$ cat src/hw/rtl/qslerp_pkg.sv
// qslerp_pkg: shared widths, constants, side-band word and arctangent table
// for the quaternion slerp pipeline; used by every cell and by the top level
package qslerp_pkg;

    localparam int COMP_W       = 16;     // Q2.14 component
    localparam int FRAC_W       = 17;     // Q1.16 fraction / Q0.16 threshold
    localparam int SQRT_W       = 17;     // bits of the sine-of-angle root
    localparam int ARG_W        = 34;     // sqrt argument and remainder
    localparam int ANG_W        = 20;     // CORDIC x, y, z in Q.16
    localparam int QW           = 33;     // quotient bits of the weight divide
    localparam int K_W          = 34;     // signed weight in Q.16
    localparam int ATAN_ENTRIES = 24;
    localparam int ONE_Q16      = 65536;
    localparam int CORDIC_GAIN  = 39797;
    localparam logic [FRAC_W-1:0] THR_RESET = 17'd65503;

    typedef logic signed [COMP_W-1:0] t_comp;
    typedef logic signed [COMP_W:0]   t_comp_ext;
    typedef logic signed [ANG_W-1:0]  t_ang;

    // values that ride along the cell chains next to the working registers
    typedef struct packed {
        t_comp [3:0]          qa;
        t_comp_ext [3:0]      qb;
        logic [FRAC_W-1:0]    t;
        logic                 lin;
        logic [SQRT_W-1:0]    cmin;
        logic [SQRT_W-1:0]    s;
        t_ang                 z0;
        t_ang                 z1;
        logic                 neg0;
        logic                 neg1;
    } t_side;

    // round(atan(2^-i) * 65536)
    function automatic logic [16:0] atan_q16(input logic [4:0] idx);
        logic [16:0] v;
        case (idx)
            5'd0:    v = 17'd51472;
            5'd1:    v = 17'd30386;
            5'd2:    v = 17'd16055;
            5'd3:    v = 17'd8150;
            5'd4:    v = 17'd4091;
            5'd5:    v = 17'd2047;
            5'd6:    v = 17'd1024;
            5'd7:    v = 17'd512;
            5'd8:    v = 17'd256;
            5'd9:    v = 17'd128;
            5'd10:   v = 17'd64;
            5'd11:   v = 17'd32;
            5'd12:   v = 17'd16;
            5'd13:   v = 17'd8;
            5'd14:   v = 17'd4;
            5'd15:   v = 17'd2;
            5'd16:   v = 17'd1;
            default: v = 17'd0;
        endcase
        return v;
    endfunction

endpackage

$ cat src/hw/rtl/qslerp_vec_cell.sv
// qslerp_vec_cell: one CORDIC vectoring iteration, accumulates the angle
// depends on qslerp_pkg
module qslerp_vec_cell #(
    parameter int IDX = 0
) (
    input  logic              i_clk,
    input  logic              i_rst_n,
    input  logic              i_en,
    input  logic              i_vld,
    input  qslerp_pkg::t_ang  i_x,
    input  qslerp_pkg::t_ang  i_y,
    input  qslerp_pkg::t_ang  i_z,
    input  qslerp_pkg::t_side i_side,
    output logic              o_vld,
    output qslerp_pkg::t_ang  o_x,
    output qslerp_pkg::t_ang  o_y,
    output qslerp_pkg::t_ang  o_z,
    output qslerp_pkg::t_side o_side
);
    import qslerp_pkg::*;

    localparam logic [4:0] TAB_IDX = 5'(IDX);

    logic  r_vld;
    t_ang  r_x, r_y, r_z, n_x, n_y, n_z;
    t_side r_side;
    t_ang  sx, sy, at;

    assign sx = i_y >>> IDX;
    assign sy = i_x >>> IDX;
    assign at = $signed({{(ANG_W-17){1'b0}}, atan_q16(TAB_IDX)});

    // rotate toward the x axis
    always_comb begin
        if (i_y > 0) begin
            n_x = i_x + sx;
            n_y = i_y - sy;
            n_z = i_z + at;
        end else begin
            n_x = i_x - sx;
            n_y = i_y + sy;
            n_z = i_z - at;
        end
    end

    always_ff @(posedge i_clk) begin
        if (!i_rst_n) begin
            r_vld <= 1'b0;
        end else if (i_en) begin
            r_vld <= i_vld;
        end
    end

    always_ff @(posedge i_clk) begin
        if (i_en) begin
            r_x    <= n_x;
            r_y    <= n_y;
            r_z    <= n_z;
            r_side <= i_side;
        end
    end

    assign o_vld  = r_vld;
    assign o_x    = r_x;
    assign o_y    = r_y;
    assign o_z    = r_z;
    assign o_side = r_side;
endmodule

$ cat config.mk
export PLATFORM = sky130hd
export DESIGN_NAME = qslerp_vec_cell
export DESIGN_NICKNAME = d
export VERILOG_FILES = /design/src/hw/rtl/qslerp_pkg.sv /design/src/hw/rtl/qslerp_vec_cell.sv
export SDC_FILE = /design/constraint.sdc
export NUM_CORES = 1
export LEC_CHECK = 0
export ABC_AREA = 1
export BUFFER_PORTS_ARGS = -buffer_cell sky130_fd_sc_hd__buf_2
export CAP_MARGIN = 40
export CORE_AREA = 2 2 227 229
export DETAILED_ROUTE_END_ITERATION = 10
export DIE_AREA = 0 0 229 231
export SLEW_MARGIN = 20
export SYNTH_ARGS = -nofsm -noshare
export SYNTH_HDL_FRONTEND = slang
export SYNTH_SLANG_ARGS = --single-unit
$ cat constraint.sdc
create_clock -name i_clk -period 3 [get_ports i_clk]
set_input_delay 0.6 -clock i_clk [delete_from_list [all_inputs] [get_ports i_clk]]
set_output_delay 0.6 -clock i_clk [all_outputs]
set_load 0.02 [all_outputs]
Word level (Yosys, flattened, before mapping)
Index checks and enable logic that the tools add are counted.
W data, S select, Z words.
{"block": "word_totals", "output_inout_bits": 287, "ff_bits": 287}
{"block": "classes", "n_lt_le_gt_ge": 1, "addsub": 5, "muxes": 3}
{"operator": "$mux W20", "count": 3}
{"operator": "$sub A20 B20 Y20", "count": 2}
{"operator": "$add A20 B17 Y20 const B", "count": 1}
{"operator": "$add A20 B20 Y20", "count": 1}
{"operator": "$gt A20 B1 Y1 const B", "count": 1}
{"operator": "$sub A20 B17 Y20 const B", "count": 1}

Longest topological paths before layout
{"block": "logic_depth", "ltp_word": 2, "ltp_mapped": 17}

Least setup slack after synthesis
OpenSTA, ideal clock, no wires.
{"block": "synth_path", "path_type": "input-to-reg", "from": "input port i_y[1]", "to": "register r_z[16], in the netlist o_z[16], data pin", "setup_ps": 252, "setup_slack_ps": 403, "cell_stages": 15, "arrival_ps": 2345, "n_path_buf": 1, "required_time_ps": 2748, "path_cell_list": "inv_1 -> nand4_1 -> nor2_1 -> nand3_1 -> nand2_1 -> inv_1 -> buf_4 -> ha_1 -> nand2_1 -> o21ai_0 -> nor2_1 -> o21bai_1 -> nand2_1 -> nand3_1 -> nand2_1"}
{"block": "synth_via", "elab_chain_cells": 2}
{"item": "start, declared", "line": "qslerp_vec_cell.sv:11", "rtl": "input qslerp_pkg::t_ang i_y,"}
{"item": "$gt A20 B1 Y1", "line": "qslerp_vec_cell.sv:35", "rtl": "if (i_y > 0) begin"}
{"item": "$mux W20", "line": "qslerp_vec_cell.sv:35"}
{"item": "via n_z[16]", "line": "qslerp_vec_cell.sv:25", "rtl": "t_ang r_x, r_y, r_z, n_x, n_y, n_z;"}
{"item": "end signal, assigned", "line": "qslerp_vec_cell.sv:58", "rtl": "r_z <= n_z;"}
{"item": "end, declared", "line": "qslerp_vec_cell.sv:25"}
The timed path passes the listed nets, and every way through them passes these cells.
A chain may end at the register's enable or synchronous reset.

Worst setup path after layout
{"block": "layout_path", "from": "input port i_y[2]", "to": "register r_z[16], in the netlist o_z[16], data pin"}
The elaborated chain is that of the path after synthesis.

==> impl_metrics.yaml <==
status:
  status: "finished clean"
drt:
  drt_iter0_drc: 738
  via_count: 11362
  wirelength_um: 58660
  via_per_inst: 4.527
  drtPass1Iterations: 5
  wl_per_cell_um: 23.37
  drc: 0
  antenna_left: 0
yosys:
  synth-edff-count: 285
  avgSynthCellArea_um2: 11.47
  synth_flop_cell: "edfxtp_1"
  syn_nets: 1521
  ys_seq_elements: 286
  ys_seq_area_share_pct: 64.72
  synth_cell_types: 38
  synthArstFlopShare_pct: 0
  yosysWarnings: 0
  syn_inst: 1156
  synth_area_um2: 13260
worst_setup_path:
  slowest_delay_ns: 0.38
  worst_ep_arrival_time_ns: 3.08
  crit_slowest_cell: "ha_1"
  worst-path-buf-inv: 3
  worstPathRequired_ns: 3.29
  cpMostUsedCell: "nand2_1"
  worstSetupPathType: "primary input to flop"
  cp-end-kind: "flop"
  crit_family: "simple AND/OR/NAND/NOR gates"
  start_kind: "primary input"
  cp_cell_sequence: "buf_2 > inv_1 > nand4_1 > nor2_1 > nand3_1 > nand2_1 > inv_1 > ha_1 > nand2_1 > o21ai_0 > nor2_1 > o21bai_1 > nand2_1 > nand3_1 > nand2_1"
  path_max_fanout: 6
clock_tree:
  clockBufferDepth: 3
  cts_hold_buf: 0
  h-tree-depth: 2
  post_cts_resized: 0
  postCtsSetupRepairBufs: 0
  clk_pin_slew_ns: 0.06
  clock_latency_ns: 0.54
  cts_tree: "done"
  clock-sinks: 286
  clockRootBuffer: "clkbuf_16"
  numCtsBuffers: 37
timing:
  worst_pin_slew_ns: 0.5869
  fmax_mhz: 359.2
  relSlewSlack_pct: 60.74
  setup_viol: 0
  fin_skew_ns: 0
  rsz0062_at_grt: "false"
  final_hold_viol_count: 0
  fin_ws_ns: 0.2157
  period_minus_slack_ns: 2.784
  final_max_slew_viol_count: 0
  finalCritPeriodShare_pct: 92.81
global_routing:
  grt_util_met2_pct: 38.63
  grt_first_pass_wirelength_um: 79940
  grt_usage_pct: 21.27
  antenna_found_initial: 24
  grt_start_max_net_pins: 72
  met3_usage_pct: 4.743
  top_usage_layer: "met2"
  use_met1_pct: 25.77
  overflow: 0
  grt_pass1_vias: 11139
floorplanning:
  die_w_um: 229
  die_h_um: 231
  start_util_pct: 26.16
  core_um2: 50680
  ios: 577
  rows: 83
  dieArea_um2: 52900
power_and_ir_drop:
  ir_drop_mv: 0.3203
  p_per_area_nw_per_um2: 626.0
  leakage_nw: 8.633
place:
  dpl.hpwl_um: 48060
  gp_congestion: 0.9410
  place_ws_ns: -0.2956
  port-buffer-count: 576
layout:
  layout.nets: 2166
  syn_to_final_growth_pct: 38.77
  layout_commonest_cell: "buf_2"
  utilization_pct: 36.30
  drive_gt1_share_pct: 38.81
  final_cell_mix: "buf_2, edfxtp_1, nand2_1, inv_1, nand3_1"
worst_hold_path:
  hold_class: "primary input to flop"
flow_run:
  maxCapViolCount: 0
synth_stat cells (8+ instances only):
| library cell | n | area (um2) |
|---|---|---|
| buf_6 | 9 | 101.4 |
| nand4_1 | 11 | 68.82 |
| nand3_1 | 87 | 435.4 |
| nand2_1 | 283 | 1062 |
| a21oi_1 | 55 | 275.3 |
| o21ai_0 | 37 | 185.2 |
| o21bai_1 | 13 | 97.59 |
| nor2_1 | 60 | 225.2 |
| nor3_1 | 10 | 50.05 |
| inv_1 | 139 | 521.8 |
| xor2_1 | 25 | 219.0 |
| ha_1 | 71 | 888.4 |
| edfxtp_1 | 285 | 8558 |
| buf_4 | 8 | 60.06 |
through the flow:
step	hold WS [ns]	setup TNS, ns	power [mW]	cells	area (um2)
after floorplan	0.6055	0	6.238	1156	13260
after global routing	0.1996	0	12.01	2507	18390
after detailed placement	0.5398	-1.577	7.397	2442	17260
after global placement	0.5239	-0.8366	7.382	2442	17260
final	0.2262	0	11.52	2510	18390
after CTS	0.1934	0	11.67	2507	18390
logic make-up after synthesis:
kind of cell    after synthesis  synth area share, %
simple gates                477                15.41
xor+xnor                     28                1.850
buf+inv                     166                5.494
flops                       286                64.72
compound gates              124                5.229
fa+ha+maj                    75                7.306
area by class of cell:
class,instances,area (um2)
diodes,3,7.507
clock buffers,42,944.7
fillers,5182,32280
well taps,680,850.8
repair buffers,631,3356
multi-input cells,704,3949
flip-flops and latches,286,8578
inverters,141,529.3
clock inverters,23,178.9
state kept, by name (all words and copies together) (netlist names):
| name | flops |
|---|---|
| o_y | 19 |
| o_x | 20 |
| o_z | 20 |
| o_vld | 1 |
| o_side | 226 |
worst paths after layout:
check,slack (ns),endpoint,startpoint,cells past startpoint
hold / removal,0.23,o_side[177]$_DFFE_PP_,i_side[177],1
hold reg to reg,0.55,o_vld$_SDFFE_PN0P_,o_vld$_SDFFE_PN0P_,2
setup / recovery,0.22,o_z[16]$_DFFE_PP_,i_y[2],15
setup reg to reg,2.36,o_vld$_SDFFE_PN0P_,o_vld$_SDFFE_PN0P_,2
where the power goes:
group	switching, mW	internal, mW	total (mW)
logic	1.58	0.756	2.34
registers	0.128	4.83	4.96
clock network	1.83	2.39	4.21
per-layer routing:
metal | vias to the layer above | share of wire (%)
met2 | 486 | 51
met1 | 5560 | 40
met3 | 81 | 6.7
met4 | 12 | 1.8
li1 | 5223 | -
met5 | - | 0.14
Power figures use the tool's default switching activity.
