`src/hw/rtl/qslerp_pkg.sv`:
```
// qslerp_pkg: shared widths, constants, side-band word and arctangent table
// for the quaternion slerp pipeline; used by every cell and by the top level
package qslerp_pkg;

    localparam int COMP_W       = 16;     // Q2.14 component
    localparam int FRAC_W       = 17;     // Q1.16 fraction / Q0.16 threshold
    localparam int SQRT_W       = 17;     // bits of the sine-of-angle root
    localparam int ARG_W        = 34;     // sqrt argument and remainder
    localparam int ANG_W        = 20;     // CORDIC x, y, z in Q.16
    localparam int QW           = 33;     // quotient bits of the weight divide
    localparam int K_W          = 34;     // signed weight in Q.16
    localparam int ATAN_ENTRIES = 24;
    localparam int ONE_Q16      = 65536;
    localparam int CORDIC_GAIN  = 39797;
    localparam logic [FRAC_W-1:0] THR_RESET = 17'd65503;

    typedef logic signed [COMP_W-1:0] t_comp;
    typedef logic signed [COMP_W:0]   t_comp_ext;
    typedef logic signed [ANG_W-1:0]  t_ang;

    // values that ride along the cell chains next to the working registers
    typedef struct packed {
        t_comp [3:0]          qa;
        t_comp_ext [3:0]      qb;
        logic [FRAC_W-1:0]    t;
        logic                 lin;
        logic [SQRT_W-1:0]    cmin;
        logic [SQRT_W-1:0]    s;
        t_ang                 z0;
        t_ang                 z1;
        logic                 neg0;
        logic                 neg1;
    } t_side;

    // round(atan(2^-i) * 65536)
    function automatic logic [16:0] atan_q16(input logic [4:0] idx);
        logic [16:0] v;
        case (idx)
            5'd0:    v = 17'd51472;
            5'd1:    v = 17'd30386;
            5'd2:    v = 17'd16055;
            5'd3:    v = 17'd8150;
            5'd4:    v = 17'd4091;
            5'd5:    v = 17'd2047;
            5'd6:    v = 17'd1024;
            5'd7:    v = 17'd512;
            5'd8:    v = 17'd256;
            5'd9:    v = 17'd128;
            5'd10:   v = 17'd64;
            5'd11:   v = 17'd32;
            5'd12:   v = 17'd16;
            5'd13:   v = 17'd8;
            5'd14:   v = 17'd4;
            5'd15:   v = 17'd2;
            5'd16:   v = 17'd1;
            default: v = 17'd0;
        endcase
        return v;
    endfunction

endpackage

```
`src/hw/rtl/qslerp_div_cell.sv`:
```
// qslerp_div_cell: one quotient bit of a restoring divide, two lanes by sin(angle)
// depends on qslerp_pkg
module qslerp_div_cell #(
    parameter int BIT = 32
) (
    input  logic                          i_clk,
    input  logic                          i_rst_n,
    input  logic                          i_en,
    input  logic                          i_vld,
    input  logic [qslerp_pkg::QW-1:0]     i_dvd0,
    input  logic [qslerp_pkg::QW-1:0]     i_dvd1,
    input  logic [qslerp_pkg::SQRT_W-1:0] i_rem0,
    input  logic [qslerp_pkg::SQRT_W-1:0] i_rem1,
    input  logic [qslerp_pkg::QW-1:0]     i_q0,
    input  logic [qslerp_pkg::QW-1:0]     i_q1,
    input  qslerp_pkg::t_side             i_side,
    output logic                          o_vld,
    output logic [qslerp_pkg::QW-1:0]     o_dvd0,
    output logic [qslerp_pkg::QW-1:0]     o_dvd1,
    output logic [qslerp_pkg::SQRT_W-1:0] o_rem0,
    output logic [qslerp_pkg::SQRT_W-1:0] o_rem1,
    output logic [qslerp_pkg::QW-1:0]     o_q0,
    output logic [qslerp_pkg::QW-1:0]     o_q1,
    output qslerp_pkg::t_side             o_side
);
    import qslerp_pkg::*;

    logic              r_vld;
    logic [QW-1:0]     r_dvd0, r_dvd1, r_q0, r_q1, n_q0, n_q1;
    logic [SQRT_W-1:0] r_rem0, r_rem1, n_rem0, n_rem1;
    t_side             r_side;
    logic [SQRT_W:0]   sh0, sh1, ds;

    // bring down the next dividend bit and subtract if it fits
    always_comb begin
        ds     = {1'b0, i_side.s};
        sh0    = {i_rem0, i_dvd0[BIT]};
        sh1    = {i_rem1, i_dvd1[BIT]};
        n_rem0 = sh0[SQRT_W-1:0];
        n_rem1 = sh1[SQRT_W-1:0];
        n_q0   = i_q0;
        n_q1   = i_q1;
        if (sh0 >= ds) begin
            n_rem0    = SQRT_W'(sh0 - ds);
            n_q0[BIT] = 1'b1;
        end
        if (sh1 >= ds) begin
            n_rem1    = SQRT_W'(sh1 - ds);
            n_q1[BIT] = 1'b1;
        end
    end

    always_ff @(posedge i_clk) begin
        if (!i_rst_n) begin
            r_vld <= 1'b0;
        end else if (i_en) begin
            r_vld <= i_vld;
        end
    end

    always_ff @(posedge i_clk) begin
        if (i_en) begin
            r_dvd0 <= i_dvd0;
            r_dvd1 <= i_dvd1;
            r_rem0 <= n_rem0;
            r_rem1 <= n_rem1;
            r_q0   <= n_q0;
            r_q1   <= n_q1;
            r_side <= i_side;
        end
    end

    assign o_vld  = r_vld;
    assign o_dvd0 = r_dvd0;
    assign o_dvd1 = r_dvd1;
    assign o_rem0 = r_rem0;
    assign o_rem1 = r_rem1;
    assign o_q0   = r_q0;
    assign o_q1   = r_q1;
    assign o_side = r_side;
endmodule

```
`config.mk`:
```
export PLATFORM = sky130hd
export DESIGN_NAME = qslerp_div_cell
export DESIGN_NICKNAME = d
export VERILOG_FILES = /design/src/hw/rtl/qslerp_pkg.sv /design/src/hw/rtl/qslerp_div_cell.sv
export SDC_FILE = /design/constraint.sdc
export NUM_CORES = 1
export LEC_CHECK = 0
export BUFFER_PORTS_ARGS = -buffer_cell sky130_fd_sc_hd__buf_2
export CAP_MARGIN = 0
export CELL_PAD_IN_SITES_DETAIL_PLACEMENT = 0
export CELL_PAD_IN_SITES_GLOBAL_PLACEMENT = 1
export CORE_AREA = 8 8 302 304
export DETAILED_ROUTE_END_ITERATION = 7
export DIE_AREA = 0 0 310 312
export HOLD_SLACK_MARGIN = 0.02
export PLACE_DENSITY_LB_ADDON = 0.1
export SYNTH_ARGS = -nofsm -noshare
export SYNTH_HDL_FRONTEND = slang
export SYNTH_SLANG_ARGS = --single-unit
```
`constraint.sdc`:
```
create_clock -name i_clk -period 7.1 [get_ports i_clk]
set_clock_uncertainty 0.05 [all_clocks]
set_input_delay 1.065 -clock i_clk [delete_from_list [all_inputs] [get_ports i_clk]]
set_output_delay 1.065 -clock i_clk [all_outputs]
set_load 0.005 [all_outputs]
```
# Yosys cells after proc, flatten, opt, wreduce, memory -nomap -nowiden
# Index checks and enable logic that the tools add are counted.
[classes]
add_sub_neg = 2
order_cmp = 2
n_mux = 2
[op_table]
columns = ["op", "n"]
rows = [
  ["$ge A18 B17 Y1", 2],
  ["$mux W17", 2],
  ["$sub A17 B17 Y17", 2],
]
[word_totals]
regBits = 393
word_cells = 31

# Depth between registers and ports, before layout
[logic_depth]
word_depth = 2
mapped_depth = 11
mapped_depth_nobuf = 10

# Worst setup path before layout
# No wires, ideal clock.
[synth_timing]
path_kind = "input to register"
startpoint = "input port i_dvd1[32] (netlist name)"
endpoint = "register r_rem1[10], in the netlist o_rem1[10], data pin"
setup_ns = 0.260
arrival_time_ns = 3.001
t_required_ns = 6.790
path_slack_ns = 3.789
path_stages = 11
n_path_buf = 1
path_cell_list = "inv_1 ha_1 inv_1 fa_1 a211oi_2 o21ai_2 a21oi_2 o31a_4 o31ai_4 buf_12 mux2_4"
[synth_between]
elab_chain_len = 2
word_cells_on_any_way = 3
classes_between = "add/sub: 1; order compare: 1; mux: 1"
[synth_rtl]
columns = ["item", "line", "source"]
rows = [
  ["from (decl)", "qslerp_div_cell.sv:11", "input logic [qslerp_pkg::QW-1:0] i_dvd1,"],
  ["$sub A17 B17 Y17 or $ge A18 B17 Y1 (tied branches)", "qslerp_div_cell.sv:48, qslerp_div_cell.sv:47", ""],
  ["$mux W17 (*)", "qslerp_div_cell.sv:47", "if (sh1 >= ds) begin"],
  ["via n_rem1[10]", "qslerp_div_cell.sv:30", "logic [SQRT_W-1:0] r_rem0, r_rem1, n_rem0, n_rem1;"],
  ["to (signal assigned)", "qslerp_div_cell.sv:66", "r_rem1 <= n_rem1;"],
  ["to (decl)", "qslerp_div_cell.sv:30", ""],
]
# The timed path passes the listed nets; every way through them passes the cells marked *.
# A chain may end at the register's enable or synchronous reset.

# Final worst setup path
[layout_timing]
startpoint = "input port i_dvd1[32] (netlist name)"
endpoint = "register r_rem1[4], in the netlist o_rem1[4], data pin"
# Same word-level chain as after synthesis.

==> run_results.csv <==
group,metric,value,unit
die,core-area,86200,µm²
pwr,finalPower,0.00599,W
global_route,grt_pass1_wl,91000,µm
sta,finalWorstPathRequiredPeriod,3.30,ns
sta,rsz0062_at_grt,"false",
pwr,powerDensity,283,nW/µm²
clock_tree,ctsHoldBuffers,0,
min_path,hold_path_depth,2,
die,die_w,310,µm
synth,synth.area.top_cells,"edfxtp_1 83%, ha_1 3.0%, mux2_4 1.1%",
sta,fmax,0.303,GHz
setup_path,cp_max_fo,14,
sta,finalSetupTns,0,ns
route,drt-total-wl,69700,µm
route,topRoutingLayerUsed,"met5",
synth,yosys.area.top_type,"edfxtp_1",
clock_tree,cts_tree,"built",
synth,synth_area_per_cell,20.4,µm²
synth,synth_ff_type,"edfxtp_1",
sta,setup_ws,3.80,ns
pwr,p_leak,8.82,nW
layout,regArea,11800,µm²
route,ant_nets,0,
synth,async_flop_share,0,%
min_path,min_path_type,"flip-flop to flip-flop",
layout,synthToLayoutAreaGrowth,48.9,%
setup_path,start_kind,"input port",
synth,ys_seq_area_share,83.1,%
route,met2_length,38200,µm
route,avgRoutedWirePerCell,25.5,µm
layout,final_layout_size_suffix_gt1_share,57.1,%
setup_path,worst_r2r_path_depth,2,
layout,final_util,24.5,%
clock_tree,cts.sinks,393,
sta,tightest_slew,1.06,ns
global_route,grtUsageTotal,13.5,%
route,drtPass1Iterations,4,
clock_tree,cts_setup_buffers,0,
die,start_util,16.5,%
layout,num-fill-cells,9252,
place,post-place-ws,3.14,ns
synth,synthCells,695,
layout,multi_input_area,2240,µm²
global_route,first_global_vias,10292,
layout,fin_nets,1963,
route,met3WireLength,7060,µm
sta,post-route-period-util,46.5,%
clock_tree,cts_resized,0,
die,die_h,312,µm
clock_tree,path_clk_slew,0.06,ns
job,max-cap-violations,0,
sta,slew_viol_final,0,
clock_tree,h-tree-depth,2,
route,drtIter0Drc,504,
synth,syn_nets,1127,
global_route,antenna_found_initial,32,
route,m1WireLength,22400,µm
place,hpwl,57800,µm
synth,yosysWarnings,0,
synth,ys_seq_elements,393,
setup_path,end_kind,"flip-flop",
place,place_congestion,0.803,
clock_tree,cts_made_buffers,49,
global_route,grt.overflow.total,0,
die,die_area,96700,µm²
synth,synth_area,14200,µm²
route,viasPerCell,3.62,
synth,synth_top_area_share,83.0,%
setup_path,required,7.37,ns
place,numPortBuffers,788,
clock_tree,clock_latency,0.57,ns
clock_tree,cts_buffer_depth,3,
pwr,peakVddDrop,0.000145,V
sta,hold_violations,0,
sta,setup_viol,0,
setup_path,crit_type,"input port to flip-flop",
die,io_pins,789,
route,route.detailed.drc,0,
route,vias,9908,
outcome,outcome,"completed",
synth,synth-edff-count,392,
clock_tree,root_buffer,"clkbuf_16",
die,rows,108,
setup_path,cp.arrival,3.58,ns
global_route,grt_max_degree,150,
sta,relSlewSlack,29.2,%
synth,ys_types,63,
layout by cell type, fill, tap and decap left out, drive strengths merged, types with 3 or more instances in the layout:
master and count:
buf 792, mux2i 5, mux2 31, o21ai 14, clkinv 17, edfxtp 392
o31ai 5, o21bai 5, ha 34, a211oi 3, bufinv 3, a31oi 6
clkbuf 67, inv 27, xor2 11, clkinvlp 3, diode 9, a21o 11
o21a 6, nor3 3, nor2b 5, xnor2 15, nand3 5, o211ai 7
nand4 8, a21oi 28, nand2 19, nor2 18
routing by layer:
layer	vias up	track usage, %
met5	-	0
met4	40	3.48
met1	4858	12.6
met3	129	5.95
met2	430	26.3
li1	4451	-
worst max-delay path: stages:
cell and delay [ns]:
buf_2 0.08, inv_1 0.06, ha_1 0.21, inv_1 0.07, fa_1 0.24, a211oi_2 0.11, o21ai_2 0.19, a21oi_2 0.11
o31a_4 0.14, o31ai_4 0.86, mux2_2 0.41
final cells by class:
| class | instances | area share, % |
|---|---|---|
| multi-input combinational | 269 | 10.6 |
| sequential | 393 | 55.8 |
| tap | 1155 | 6.84 |
| clock inverter | 24 | 1.02 |
| timing repair buffer | 792 | 18.9 |
| clock buffer | 67 | 6.23 |
| antenna | 9 | 0.107 |
| inverter | 26 | 0.462 |
registers in the layout, summed over array words and instances, names as in the netlist:
signal	flops
o_side	226
o_rem1	17
o_vld	1
o_q0	33
o_dvd0	33
o_dvd1	33
o_q1	33
o_rem0	17
power breakdown:
group          leakage [nW]  internal (W)  total [W]  switching [W]
sequential             3.85       0.00279    0.00283      0.0000449
clock                 0.735       0.00141    0.00242        0.00101
combinational          4.24      0.000318   0.000735       0.000418
cell usage after synthesis (8+ instances only):
master      n
a21o_1     11
mux2_1      8
nand2_1    19
a21oi_1    25
xor2_1     11
nor2_1     18
mux2_4     10
mux2_2     13
inv_1      26
ha_1       34
xnor2_1    15
o21ai_0    10
edfxtp_1  392
stage by stage:
| stage | instances | hold slack [ns] | instance area, µm² |
|---|---|---|---|
| 6_report | 2735 | 0.481 | 21100 |
| 5_1_grt | 2729 | 0.529 | 21100 |
| 4_1_cts | 2726 | 0.490 | 21100 |
| 3_5_place_dp | 2635 | 0.463 | 19600 |
| 3_3_place_gp | 2635 | 0.453 | 19600 |
| 2_1_floorplan | 695 | 0.457 | 14200 |
cell families (layout without fill, tap and decap cells):
logic type / count (synthesis) / count (layout) / share of synthesized area [%]
multiplexers: 36 / 36 / 3.08
flip-flops: 393 / 393 / 83.1
adder cells (fa/ha/maj): 36 / 36 / 3.28
XOR/XNOR: 26 / 26 / 1.61
AO/OA/AOI/OAI: 101 / 101 / 5.22
buffers and inverters: 33 / 909 / 1.07
other: 0 / 9 / 0
AND/OR/NAND/NOR: 70 / 70 / 2.60
worst paths after layout:
kind	to	from	slack [ns]
setup / recovery	o_rem1[4]	i_dvd1[32]	3.80
setup reg to reg	o_vld	o_vld	6.45
hold / removal	o_vld	o_vld	0.48
hold reg to reg	o_vld	o_vld	0.48
Power figures use the tool's default switching activity.
