### src/hw/rtl/qslerp_pkg.sv
// qslerp_pkg: shared widths, constants, side-band word and arctangent table
// for the quaternion slerp pipeline; used by every cell and by the top level
package qslerp_pkg;

    localparam int COMP_W       = 16;     // Q2.14 component
    localparam int FRAC_W       = 17;     // Q1.16 fraction / Q0.16 threshold
    localparam int SQRT_W       = 17;     // bits of the sine-of-angle root
    localparam int ARG_W        = 34;     // sqrt argument and remainder
    localparam int ANG_W        = 20;     // CORDIC x, y, z in Q.16
    localparam int QW           = 33;     // quotient bits of the weight divide
    localparam int K_W          = 34;     // signed weight in Q.16
    localparam int ATAN_ENTRIES = 24;
    localparam int ONE_Q16      = 65536;
    localparam int CORDIC_GAIN  = 39797;
    localparam logic [FRAC_W-1:0] THR_RESET = 17'd65503;

    typedef logic signed [COMP_W-1:0] t_comp;
    typedef logic signed [COMP_W:0]   t_comp_ext;
    typedef logic signed [ANG_W-1:0]  t_ang;

    // values that ride along the cell chains next to the working registers
    typedef struct packed {
        t_comp [3:0]          qa;
        t_comp_ext [3:0]      qb;
        logic [FRAC_W-1:0]    t;
        logic                 lin;
        logic [SQRT_W-1:0]    cmin;
        logic [SQRT_W-1:0]    s;
        t_ang                 z0;
        t_ang                 z1;
        logic                 neg0;
        logic                 neg1;
    } t_side;

    // round(atan(2^-i) * 65536)
    function automatic logic [16:0] atan_q16(input logic [4:0] idx);
        logic [16:0] v;
        case (idx)
            5'd0:    v = 17'd51472;
            5'd1:    v = 17'd30386;
            5'd2:    v = 17'd16055;
            5'd3:    v = 17'd8150;
            5'd4:    v = 17'd4091;
            5'd5:    v = 17'd2047;
            5'd6:    v = 17'd1024;
            5'd7:    v = 17'd512;
            5'd8:    v = 17'd256;
            5'd9:    v = 17'd128;
            5'd10:   v = 17'd64;
            5'd11:   v = 17'd32;
            5'd12:   v = 17'd16;
            5'd13:   v = 17'd8;
            5'd14:   v = 17'd4;
            5'd15:   v = 17'd2;
            5'd16:   v = 17'd1;
            default: v = 17'd0;
        endcase
        return v;
    endfunction

endpackage

### src/hw/rtl/qslerp_sqrt_cell.sv
// qslerp_sqrt_cell: one bit of a pipelined restoring integer square root
// depends on qslerp_pkg
module qslerp_sqrt_cell #(
    parameter int BIT = 16
) (
    input  logic                          i_clk,
    input  logic                          i_rst_n,
    input  logic                          i_en,
    input  logic                          i_vld,
    input  logic [qslerp_pkg::ARG_W-1:0]  i_rem,
    input  logic [qslerp_pkg::SQRT_W-1:0] i_root,
    input  qslerp_pkg::t_side             i_side,
    output logic                          o_vld,
    output logic [qslerp_pkg::ARG_W-1:0]  o_rem,
    output logic [qslerp_pkg::SQRT_W-1:0] o_root,
    output qslerp_pkg::t_side             o_side
);
    import qslerp_pkg::*;

    localparam logic [ARG_W-1:0] SQ = ARG_W'(1) << (2 * BIT);

    logic              r_vld;
    logic [ARG_W-1:0]  r_rem, n_rem;
    logic [SQRT_W-1:0] r_root, n_root;
    t_side             r_side;
    logic [ARG_W-1:0]  inc;

    // try setting this root bit: (root + 2^b)^2 - root^2
    always_comb begin
        inc    = ({{(ARG_W-SQRT_W){1'b0}}, i_root} << (BIT + 1)) + SQ;
        n_rem  = i_rem;
        n_root = i_root;
        if (i_rem >= inc) begin
            n_rem       = i_rem - inc;
            n_root[BIT] = 1'b1;
        end
    end

    always_ff @(posedge i_clk) begin
        if (!i_rst_n) begin
            r_vld <= 1'b0;
        end else if (i_en) begin
            r_vld <= i_vld;
        end
    end

    always_ff @(posedge i_clk) begin
        if (i_en) begin
            r_rem  <= n_rem;
            r_root <= n_root;
            r_side <= i_side;
        end
    end

    assign o_vld  = r_vld;
    assign o_rem  = r_rem;
    assign o_root = r_root;
    assign o_side = r_side;
endmodule

### config.mk
export PLATFORM = sky130hd
export DESIGN_NAME = qslerp_sqrt_cell
export DESIGN_NICKNAME = d
export VERILOG_FILES = /design/src/hw/rtl/qslerp_pkg.sv /design/src/hw/rtl/qslerp_sqrt_cell.sv
export SDC_FILE = /design/constraint.sdc
export NUM_CORES = 1
export LEC_CHECK = 0
export BUFFER_PORTS_ARGS = -buffer_cell sky130_fd_sc_hd__buf_4
export CORE_AREA = 2 2 219 221
export DETAILED_ROUTE_END_ITERATION = 16
export DIE_AREA = 0 0 221 223
export GPL_TIMING_DRIVEN = 0
export PLACE_DENSITY = 0.48
export SYNTH_ARGS = -nofsm -noshare
export SYNTH_HDL_FRONTEND = slang
export SYNTH_SLANG_ARGS = --single-unit
### constraint.sdc
create_clock -name i_clk -period 4.6 [get_ports i_clk]
set_clock_uncertainty 0.05 [all_clocks]
set_input_delay 0.46 -clock i_clk [delete_from_list [all_inputs] [get_ports i_clk]]
set_output_delay 0.46 -clock i_clk [all_outputs]
set_load 0.02 [all_outputs]
Word level (Yosys, flattened, before mapping)
Cells that the tools add are included.
{ "word_totals": {"input_bits": 281, "reg_bits": 278, "output_inout_bits": 278, "word_cells": 24} }
{ "classes": {"n_lt_le_gt_ge": 1, "n_addsub": 2, "n_mux": 1} }
{ "ops": {"columns": ["op", "count"], "rows": [
  ["$add 34x33->34 const B", 1],
  ["$ge 34x34->1", 1],
  ["$mux 34", 1],
  ["$sub 34x34->34", 1]
]} }

Depth between registers and ports, before layout
Gate-level depths: netlist (run 1).
{ "depth": {"depth_word": 3, "mapped_depth": 10, "mapped_depth_nobuf": 9} }

Least setup slack after synthesis (run 1)
No wires, ideal clock.
{ "synth_path": {"kind": "in2reg", "startpoint": "in i_root[12] (netlist name)", "endpoint": "reg r_rem[27], in the netlist o_rem[27], data pin", "slack_ps": 2001, "setup_ps": 260, "arrival_time_ps": 2288, "n_path_buf": 2, "path_stages": 10, "required_time_ps": 4290, "path_cell_list": "inv_1 ha_1 buf_6 a21o_1 nor3_2 a21oi_1 nor4_2 o21ai_4 buf_6 mux2_4"} }
{ "synth_via": {"elab_chain_len": 3} }
{ "synth_lines": {"columns": ["element", "line_no", "rtl"], "rows": [
  ["start: declaration", "qslerp_sqrt_cell.sv:11", "input logic [qslerp_pkg::SQRT_W-1:0] i_root,"],
  ["$add 34x33->34", "qslerp_sqrt_cell.sv:30", "inc = ({{(ARG_W-SQRT_W){1'b0}}, i_root} << (BIT + 1)) + SQ;"],
  ["$ge 34x34->1", "qslerp_sqrt_cell.sv:33", "if (i_rem >= inc) begin"],
  ["$mux 34", "qslerp_sqrt_cell.sv:33", null],
  ["named net n_rem[27]", "qslerp_sqrt_cell.sv:23", "logic [ARG_W-1:0] r_rem, n_rem;"],
  ["end signal: assignment", "qslerp_sqrt_cell.sv:49", "r_rem <= n_rem;"],
  ["end: declaration", "qslerp_sqrt_cell.sv:23", null]
]} }
The timed path passes the listed nets, and every way through them passes these cells.
A chain may end at the register's enable or synchronous reset.

Final worst setup path (run 1)
{ "layout_path": {"startpoint": "in i_rem[19] (netlist name)", "endpoint": "reg r_rem[32], in the netlist o_rem[32], data pin"} }
{ "layout_via": {"elab_chain_len": 2, "word_cells_on_any_way": 3} }
{ "layout_lines": {"columns": ["element", "line_no", "rtl"], "rows": [
  ["start: declaration", "qslerp_sqrt_cell.sv:10", "input logic [qslerp_pkg::ARG_W-1:0] i_rem,"],
  ["$sub 34x34->34 or $ge 34x34->1 (tied branches)", "qslerp_sqrt_cell.sv:34, qslerp_sqrt_cell.sv:33", null],
  ["$mux 34 *", "qslerp_sqrt_cell.sv:33", null],
  ["named net n_rem[32]", "qslerp_sqrt_cell.sv:23", null]
]} }
The timed path passes the listed nets; every way through them passes the cells marked *.

==> flow_summary.json, run 1 <==
{
  "io_buffers": 558,
  "die_x_um": 221,
  "ant_nets": 0,
  "p_int_mw": 5.14,
  "pwr-share-seq_pct": 45.3,
  "place_area_sq_um": 14600,
  "path_cells": "buf_4, ha_1, and4b_1, nand3_1, nor4_1, nor4_2, o21ai_4, buf_6, mux2_4",
  "hold_violations": 0,
  "cts_buffers": 35,
  "critPathKind": "input pin to flip-flop",
  "p_sw_mw": 1.69,
  "finalSetupViolCount": 0,
  "critPathSlowestCell": "nor4_1",
  "rsz0062_at_grt": "no",
  "clk_latency_ns": 0.52,
  "initial_core_util_pct": 20.2,
  "p_leak_nw": 6.55,
  "netlist_instances": 441,
  "ys_warn_count": 0,
  "path_buf_inv": 2,
  "placedCellCount": 1616,
  "grt_pass1_wl_mm": 46.2,
  "rows": 80,
  "grt_usage_pct": 12.8,
  "synth_cell_types": 36,
  "final_common_cell": "buf_4",
  "fin_tns_setup_ns": 0,
  "place_ws_ns": 1.14,
  "area_growth_pct": 64.4,
  "drt_wl_total_mm": 33.2,
  "drive_gt1_share_pct": 58.8,
  "relSlewSlack_pct": 52.9,
  "instances_no_fill": 1683,
  "clock_path_buffers": 3,
  "async_flop_share_pct": 0,
  "viasPerCell": 3.83,
  "routedWlPerCell_um": 19.7,
  "ys_ff_latch": 278,
  "final_nets": 1337,
  "p_comb_share_pct": 15.5,
  "end_kind": "flip-flop",
  "io-pin-count": 559,
  "cts.repair.resized": 0,
  "ir_worst_vdd_mv": 0.235,
  "worst_pin_slew_ns": 0.706,
  "layout_common_cells": "buf_4 (557), edfxtp_1 (277), clkbuf_16 (36)",
  "syn-num-nets": 740,
  "crit_arrival_ns": 3.02,
  "fmax_mhz": 357,
  "hold_buffers": 0,
  "synthFlopType": "edfxtp_1",
  "r2r_start": "o_vld",
  "max_stage_delay_ns": 0.60,
  "tritoncts": "built",
  "power.density_nw_per_um2": 435,
  "hp-class": "input pin to flip-flop",
  "pwr-share-clk_pct": 39.2,
  "postSynthAreaPerCell_sq_um": 21.6,
  "vias": 6448,
  "cts_root_buf": "clkbuf_16",
  "drt_iter0_markers": 316,
  "dieArea_sq_um": 49300,
  "antenna_found_initial": 5,
  "status": "completed",
  "fin_area_sq_um": 15700,
  "min_period_ns": 2.80,
  "timing.critical_path.to": "o_rem[32]",
  "r2r_end": "o_vld",
  "htreeDepth": 2,
  "seq_area_sq_um": 8340,
  "r2r_slack_ns": 3.96,
  "hold_start": "i_side[170]",
  "crit_start": "i_rem[19]",
  "grt_overflow": 0,
  "r2r_cells": 2,
  "start_kind": "input pin",
  "power_mw": 6.83,
  "core_area_sq_um": 47100,
  "path_clk_slew_ns": 0.06,
  "die_h_um": 223,
  "routabilityCongestion": 0.777,
  "drc_errors": 0,
  "post_cts_buffers": 0,
  "slew_violations": 0,
  "layout_setup_ws_ns": 1.80,
  "ys_seq_area_share_pct": 87.3,
  "synthesis.area_sq_um": 9550,
  "crit_path_max_fanout": 10,
  "critical_path_depth": 9,
  "grt_max_degree": 104,
  "dp_hpwl_mm": 25.9,
  "first_pass_iters": 4,
  "fin_crit_sh_pct": 60.8,
  "swShare_pct": 24.8,
  "cts.sinks": 278,
  "cpLargestDelayFamily": "simple AND/OR/NAND/NOR gates",
  "multi_input_area_sq_um": 1120,
  "synth_edf_count": 277,
  "required_ns": 4.82,
  "grt_pass1_vias": 6458,
  "maxCapViolations": 0,
  "n_fill_cell": 4668
}
[power groups by stage]
stage	registers [mW]	clock network [mW]	logic, mW
after floorplan	3.41	0	0.158
after detailed placement	3.14	0	1.08
after global placement	3.15	0	1.07
final	3.09	2.68	1.06
after global routing	3.11	2.89	1.12
after CTS	3.10	2.80	1.08
[how the worst min path moves through the flow]
stage / endpoint / slack [ns] / depth (start not counted)
2_1_floorplan: o_rem[0] / 0.51 / 0
3_3_place_gp: o_vld / 0.45 / 2
3_5_place_dp: o_vld / 0.46 / 2
4_1_cts: o_side[95] / 0.009 / 1
5_1_grt: o_side[10] / 0.01 / 1
6_report: o_side[170] / 0.06 / 1
[synth_stat cells, drive strengths merged, types with 2 or more instances]
cell type / instances / area (sq um)
a21o: 3 / 22.5
a21oi: 17 / 85.1
a31oi: 4 / 25.0
buf: 2 / 22.5
edfxtp: 277 / 8320
ha: 17 / 213
inv: 18 / 67.6
mux2: 14 / 180
mux2i: 4 / 40.0
nand2: 13 / 48.8
nand2b: 6 / 37.5
nand3: 2 / 10.0
nand4: 3 / 18.8
nor2: 9 / 33.8
nor2b: 4 / 25.0
nor3: 3 / 20.0
nor4: 6 / 43.8
o211ai: 5 / 37.5
o21ai: 7 / 46.3
or2: 2 / 12.5
xnor2: 10 / 87.6
xor2: 5 / 43.8
[cells by family after synthesis]
family                     count (synthesis)  synth area share (%)
xor gates and xnor gates                  15                  1.38
muxes                                     18                  2.31
DFF                                      278                  87.3
AOI/OAI and AO/OA                         42                  2.80
buffers and inverters                     20                 0.944
adders and majority gates                 18                  2.44
and+or+nand+nor                           50                  2.79
[cell type report]
cell class                 instances  area share, %
sequential                       278           53.1
timing repair buffer             560           27.1
multi-input combinational        143           7.13
clock buffer                      47           6.00
tap                              615           4.90
clock inverter                    17           1.11
inverter                          18          0.431
buffer                             2          0.144
antenna                            3         0.0478
[flip-flops by register name, summed over array words and instances (netlist names)]
signal	cells
o_rem	34
o_side	226
o_vld	1
o_root	17
[per-stage QoR]
stage	hold slack (ns)	utilization (%)
after floorplan	0.509	-
after global placement	0.453	30.8
after detailed placement	0.460	30.9
after CTS	0.00884	33.3
after global routing	0.0142	33.3
final	0.0559	33.3
[metal layers]
metal  vias to the layer above  share of wire (%)  track usage, %
met5                         -              0.060               0
met4                         4                2.4            3.96
met3                        51                8.7            5.45
met2                       292                 51            22.2
met1                      3155                 37            14.3
li1                       2946                  -               -
(Power assumes the default switching activity.)
==> inputs of run 2 (changes only) <==
CORE_AREA = 2 2 216 218   (was 2 2 219 221)
DIE_AREA = 0 0 218 220   (was 0 0 221 223)
clock period = 2.6 ns   (was 4.6 ns; I/O delays follow)
==> run 2 against run 1 <==
Net effect: combinational power grew 110%; critical path depth did not move; design area increased by 18%.
==> flow_summary.json, run 2 (synthesis results as in run 1) <==
{
  "status": "completed",
  "placedCellCount": 1608,
  "critPathKind": "input pin to flip-flop",
  "drt_wl_total_mm": 35.7,
  "io-pin-count": 559,
  "htreeDepth": 2,
  "core_area_sq_um": 45900,
  "drt_iter0_markers": 263,
  "grt_overflow": 0,
  "vias": 7490,
  "grt_pass1_vias": 7882,
  "tritoncts": "built",
  "fmax_mhz": 408,
  "dieArea_sq_um": 48000,
  "routabilityCongestion": 0.788,
  "finalSetupViolCount": 0,
  "cts_buffers": 35,
  "die_x_um": 218,
  "hold_violations": 0,
  "max_stage_delay_ns": 0.53,
  "grt_use_met2_pct": 25.0,
  "worst_pin_slew_ns": 0.683,
  "power_mw": 12.8,
  "viasPerCell": 3.84,
  "area_growth_pct": 94.3,
  "critPathSlowestCell": "dlygate4sd3_1",
  "grt_pass1_wl_mm": 49.4,
  "final_util_pct": 40.4,
  "layout_common_cells": "buf_4 (558), edfxtp_1 (277), dlygate4sd3_1 (276)",
  "rsz0062_at_grt": "no",
  "path_cells": "dlygate4sd3_1, buf_4, ha_1, o211ai_1, nor2_1, o21ai_0, a21boi_0, xor2_1, mux2_4",
  "ant_nets": 0,
  "use_met3_pct": 5.09,
  "die_h_um": 220,
  "p_comb_share_pct": 17.4,
  "p_leak_nw": 7.76,
  "crit_arrival_ns": 2.67,
  "cts.sinks": 278,
  "drive_gt1_share_pct": 47.1,
  "r2r_cells": 3,
  "initial_core_util_pct": 20.8,
  "pwr-share-seq_pct": 42.7,
  "maxCapViolations": 0,
  "p_int_mw": 9.67,
  "required_ns": 2.82,
  "grt_usage_pct": 13.9,
  "crit_path_max_fanout": 6,
  "relSlewSlack_pct": 54.5,
  "pwr-share-clk_pct": 39.9,
  "routedWlPerCell_um": 18.3,
  "first_pass_iters": 5,
  "rows": 79,
  "clk_latency_ns": 0.52,
  "instances_no_fill": 1951,
  "dp_hpwl_mm": 25.3,
  "hp-class": "input pin to flip-flop",
  "io_buffers": 558,
  "grt-busiest-layer": "met2",
  "clock_path_buffers": 3,
  "p_sw_mw": 3.16,
  "antenna_found_initial": 3,
  "final_nets": 1614,
  "grtUsageMet1_pct": 15.0,
  "drc_errors": 0,
  "power.density_nw_per_um2": 692,
  "ir_worst_vdd_mv": 0.486,
  "cts_root_buf": "clkbuf_16",
  "whs_path_depth": 3,
  "grt_max_degree": 105,
  "end_kind": "flip-flop",
  "final_common_cell": "buf_4",
  "fin_crit_sh_pct": 94.4,
  "path_clk_slew_ns": 0.05,
  "swShare_pct": 24.6,
  "largest_reg_flops": 226,
  "start_kind": "input pin",
  "slew_violations": 0,
  "min_period_ns": 2.45
}
run 2: cell count changes in the layout (fill, tap and decap cells not counted), sizes merged:
| cell | change |
|---|---|
| buf | +1 |
| bufinv | +3 |
| clkbuf | -6 |
| clkinv | +2 |
| diode | -1 |
| dlygate4sd3 | +276 |
| inv | +1 |
run 2: critical path, delay by kind of cell:
kind	cells	cell delay [ns]
AOI/OAI and AO/OA	3	0.82
buffers and inverters	2	0.67
adders and majority gates	1	0.41
muxes	1	0.28
xor gates and xnor gates	1	0.13
and+or+nand+nor	1	0.09
run 2: cell type report:
type	count	area [sq um]
Multi-Input combinational cell	143	1120
Timing Repair Buffer	837	7020
Inverter	18	67.6
Buffer	2	22.5
Clock buffer	41	930
Sequential cell	278	8340
Antenna cell	2	5.00
Tap cell	607	759
Clock inverter	23	282
Fill cell	4260	27300
run 2: final timing paths:
kind | startpoint | endpoint | slack, ns
worst min register to register | o_vld | o_vld | 1.02
worst min-delay path | i_rem[17] | o_rem[17] | 0.04
worst max register to register | o_vld | o_vld | 1.39
worst max-delay path | i_rem[26] | o_rem[29] | 0.15
run 2: metrics by stage:
step	area [sq um]	hold slack, ns	TNS (ns)	setup WS [ns]
4_1_cts	18500	0.00334	0	0.0135
5_1_grt	18600	0.0396	0	0.0655
6_report	18600	0.0443	0	0.146
2_1_floorplan	9550	0.309	0	0.201
3_5_place_dp	14600	0.389	-8.64	-0.634
3_3_place_gp	14500	0.388	-254.95	-0.959
run 2: power by group through the flow:
stage | Sequential, mW | Clock (mW) | Combinational (mW)
floorplan | 6.04 | 0 | 0.280
global placement | 5.58 | 0 | 1.87
detailed placement | 5.56 | 0 | 1.89
CTS | 5.48 | 5.30 | 2.26
global route | 5.51 | 5.46 | 2.37
finish | 5.48 | 5.12 | 2.24
run 2: per-layer routing:
| layer | up-vias | part of all wire (%) |
|---|---|---|
| met5 | - | 0.036 |
| li1 | 3493 | - |
| met2 | 316 | 52 |
| met3 | 69 | 8.5 |
| met1 | 3610 | 36 |
| met4 | 2 | 3.0 |
run 2: timing repair:
item | in CTS | in global routing
resized for setup | 1 | 0
pin swaps | 0 | 1
hold buffers | 276 | 0
setup buffers | 0 | 1
setup endpoints to repair | 6 | 6
endpoints found under the hold margin | 275 | 0
==> inputs of run 3 (changes only) <==
ABC_AREA = 1   (was not set)
CORE_AREA = 2 2 219 221   (was 2 2 216 218)
DIE_AREA = 0 0 221 223   (was 0 0 218 220)
PLACE_DENSITY = 0.49   (was 0.48)
==> run 3 against run 2 <==
Net effect: total power is 3.0% lower; sequential power about the same; critical endpoint is now o_rem[26]; via count up 9.4%; fmax increased by 7.9%; synthesized cell count grew 37%; worst hold slack gained 0.0029 ns; area after synthesis is 5.2% higher; register-to-register slack lost 0.08 ns; design area increased by 2.0%; non-clock buffer count unchanged; cell count up 8.9%; critical path depth increased by 6.
==> flow_summary.json, run 3 <==
{
  "hp-class": "input pin to flip-flop",
  "hold_buffers": 276,
  "routabilityCongestion": 0.841,
  "ys_ff_latch": 278,
  "finalSetupViolCount": 0,
  "swShare_pct": 26.4,
  "synth.most_common_cell": "edfxtp_1",
  "clock_path_buffers": 3,
  "rows": 80,
  "slew_violations": 0,
  "cts_root_buf": "clkbuf_16",
  "final_util_pct": 40.1,
  "drt_iter0_markers": 321,
  "grt_overflow": 0,
  "fmax_mhz": 440,
  "status": "completed",
  "ys_warn_count": 0,
  "dieArea_sq_um": 49300,
  "final_nets": 1778,
  "fin_tns_setup_ns": 0,
  "critPathKind": "input pin to flip-flop",
  "async_flop_share_pct": 0,
  "clk_latency_ns": 0.53,
  "grt_max_degree": 117,
  "p_sw_mw": 3.29,
  "rsz0062_at_grt": "no",
  "drive_gt1_share_pct": 43.6,
  "htreeDepth": 2,
  "fin_crit_sh_pct": 87.5,
  "cts.sinks": 278,
  "power_mw": 12.4,
  "io-pin-count": 559,
  "synthesis.area_sq_um": 10000,
  "p_leak_nw": 8.25,
  "tritoncts": "built",
  "synth_cell_types": 27,
  "crit_path_max_fanout": 10,
  "place_ws_ns": 0.329,
  "largest_reg_flops": 226,
  "synth_edf_count": 277,
  "synth_largest_area_cell": "edfxtp_1",
  "yosys-top-cells-area": "edfxtp_1 (83%), nand2_1 (4.6%), inv_1 (2.6%), ha_1 (2.1%), nand2_2 (1.3%)",
  "vias": 8192,
  "drc_errors": 0,
  "r2r_start": "o_vld",
  "post_cts_buffers": 0,
  "path_clk_slew_ns": 0.05,
  "synth_top_area_share_pct": 82.8,
  "grt_usage_pct": 15.1,
  "first_pass_iters": 5,
  "hold_violations": 0,
  "seq_area_sq_um": 8340,
  "syn-num-nets": 905,
  "initial_core_util_pct": 21.3,
  "antenna_found_initial": 6,
  "layout_common_cells": "buf_4 (557), edfxtp_1 (277), dlygate4sd3_1 (276)",
  "pwr-share-clk_pct": 36.9,
  "fin_area_sq_um": 18900,
  "worst_pin_slew_ns": 0.613,
  "multi_input_area_sq_um": 1390,
  "required_ns": 2.82,
  "grt_pass1_wl_mm": 55.6,
  "synth.cells.most_frequent": "edfxtp_1 (277), nand2_1 (122), inv_1 (70), nand3_1 (24), nand2_2 (21)",
  "netlist_instances": 606,
  "crit_arrival_ns": 2.50,
  "postSynthAreaPerCell_sq_um": 16.6,
  "ir_worst_vdd_mv": 0.640,
  "cts_buffers": 35,
  "relSlewSlack_pct": 59.1,
  "p_int_mw": 9.16,
  "placedCellCount": 1781,
  "cts.repair.resized": 0,
  "grt_pass1_vias": 8581,
  "whs_ns": 0.0472,
  "io_buffers": 558,
  "p_comb_share_pct": 19.1,
  "power.density_nw_per_um2": 658,
  "routedWlPerCell_um": 18.2,
  "crit_start": "i_root[8]",
  "viasPerCell": 3.86,
  "pwr-share-seq_pct": 44.0,
  "end_kind": "flip-flop",
  "maxCapViolations": 0,
  "hold_start": "i_rem[20]",
  "die_x_um": 221,
  "instances_no_fill": 2125,
  "layout_setup_ws_ns": 0.325,
  "min_period_ns": 2.27,
  "ant_nets": 0,
  "core_area_sq_um": 47100,
  "drt_wl_total_mm": 38.6,
  "ys_seq_area_share_pct": 83.0,
  "n_fill_cell": 4450,
  "place_area_sq_um": 15100,
  "dp_hpwl_mm": 28.5,
  "die_h_um": 223,
  "synthFlopType": "edfxtp_1",
  "start_kind": "input pin",
  "final_common_cell": "buf_4",
  "area_growth_pct": 88.4
}
==> run 3: changes by cell type in the layout (fill, tap and decap cells not counted), moves of 7 or more <==
| cell | delta |
|---|---|
| nand2_1 | +109 |
| inv_1 | +52 |
| nand3_1 | +22 |
| nand2_2 | +21 |
| nor2_1 | +9 |
| mux2_2 | -8 |
| nand3_2 | +8 |
| xnor2_1 | -7 |
==> run 3: power groups by stage <==
stage | Combinational, mW | Sequential (mW) | Clock [mW]
after floorplan | 0.352 | 6.05 | 0
after global placement | 2.03 | 5.57 | 0
after detailed placement | 2.04 | 5.56 | 0
after CTS | 2.42 | 5.47 | 4.78
after global routing | 2.53 | 5.51 | 4.96
final | 2.38 | 5.47 | 4.60
==> run 3: final cells by class <==
type	count	area share (%)
clock buffers	42	4.88
multi-input cells	252	7.35
diodes	4	0.0529
plain buffers	3	0.225
inverters	73	1.45
well taps	615	4.07
repair buffers	836	37.1
clock inverters	22	0.846
flip-flops and latches	278	44.1
==> run 3: final timing paths <==
check	to	slack (ns)	cells past startpoint
max	o_rem[26]	0.33	15
min	o_rem[20]	0.05	3
min reg2reg	o_vld	1.08	3
max reg2reg	o_vld	1.31	3
==> run 3: per-layer routing <==
| layer | track usage (%) | routed length (um) | up-vias |
|---|---|---|---|
| met5 | 0 | 28 | - |
| met4 | 6.80 | 1760 | 4 |
| met3 | 4.91 | 2650 | 75 |
| met2 | 26.5 | 19700 | 319 |
| met1 | 16.8 | 14500 | 3899 |
| li1 | - | - | 3895 |
==> run 3: cells by family (layout without fill, tap and decap cells) <==
group | Yosys count | after routing | synth area share (%)
flops | 278 | 278 | 83.0
simple gates | 213 | 213 | 10.2
buf+inv | 76 | 976 | 3.15
fa+ha+maj | 18 | 18 | 2.32
compound gates | 13 | 13 | 0.648
xor+xnor | 8 | 8 | 0.697
other cells | 0 | 4 | 0
==> run 3: critical path: stages <==
cell	delay [ns]
dlygate4sd3_1	0.55
buf_4	0.11
inv_1	0.04
ha_1	0.37
nand2_4	0.15
inv_1	0.05
nand2_1	0.08
nand2_2	0.07
inv_2	0.06
nand3_2	0.10
nand2_4	0.17
nand3_4	0.18
buf_12	0.20
nand2_2	0.06
nand2_1	0.05
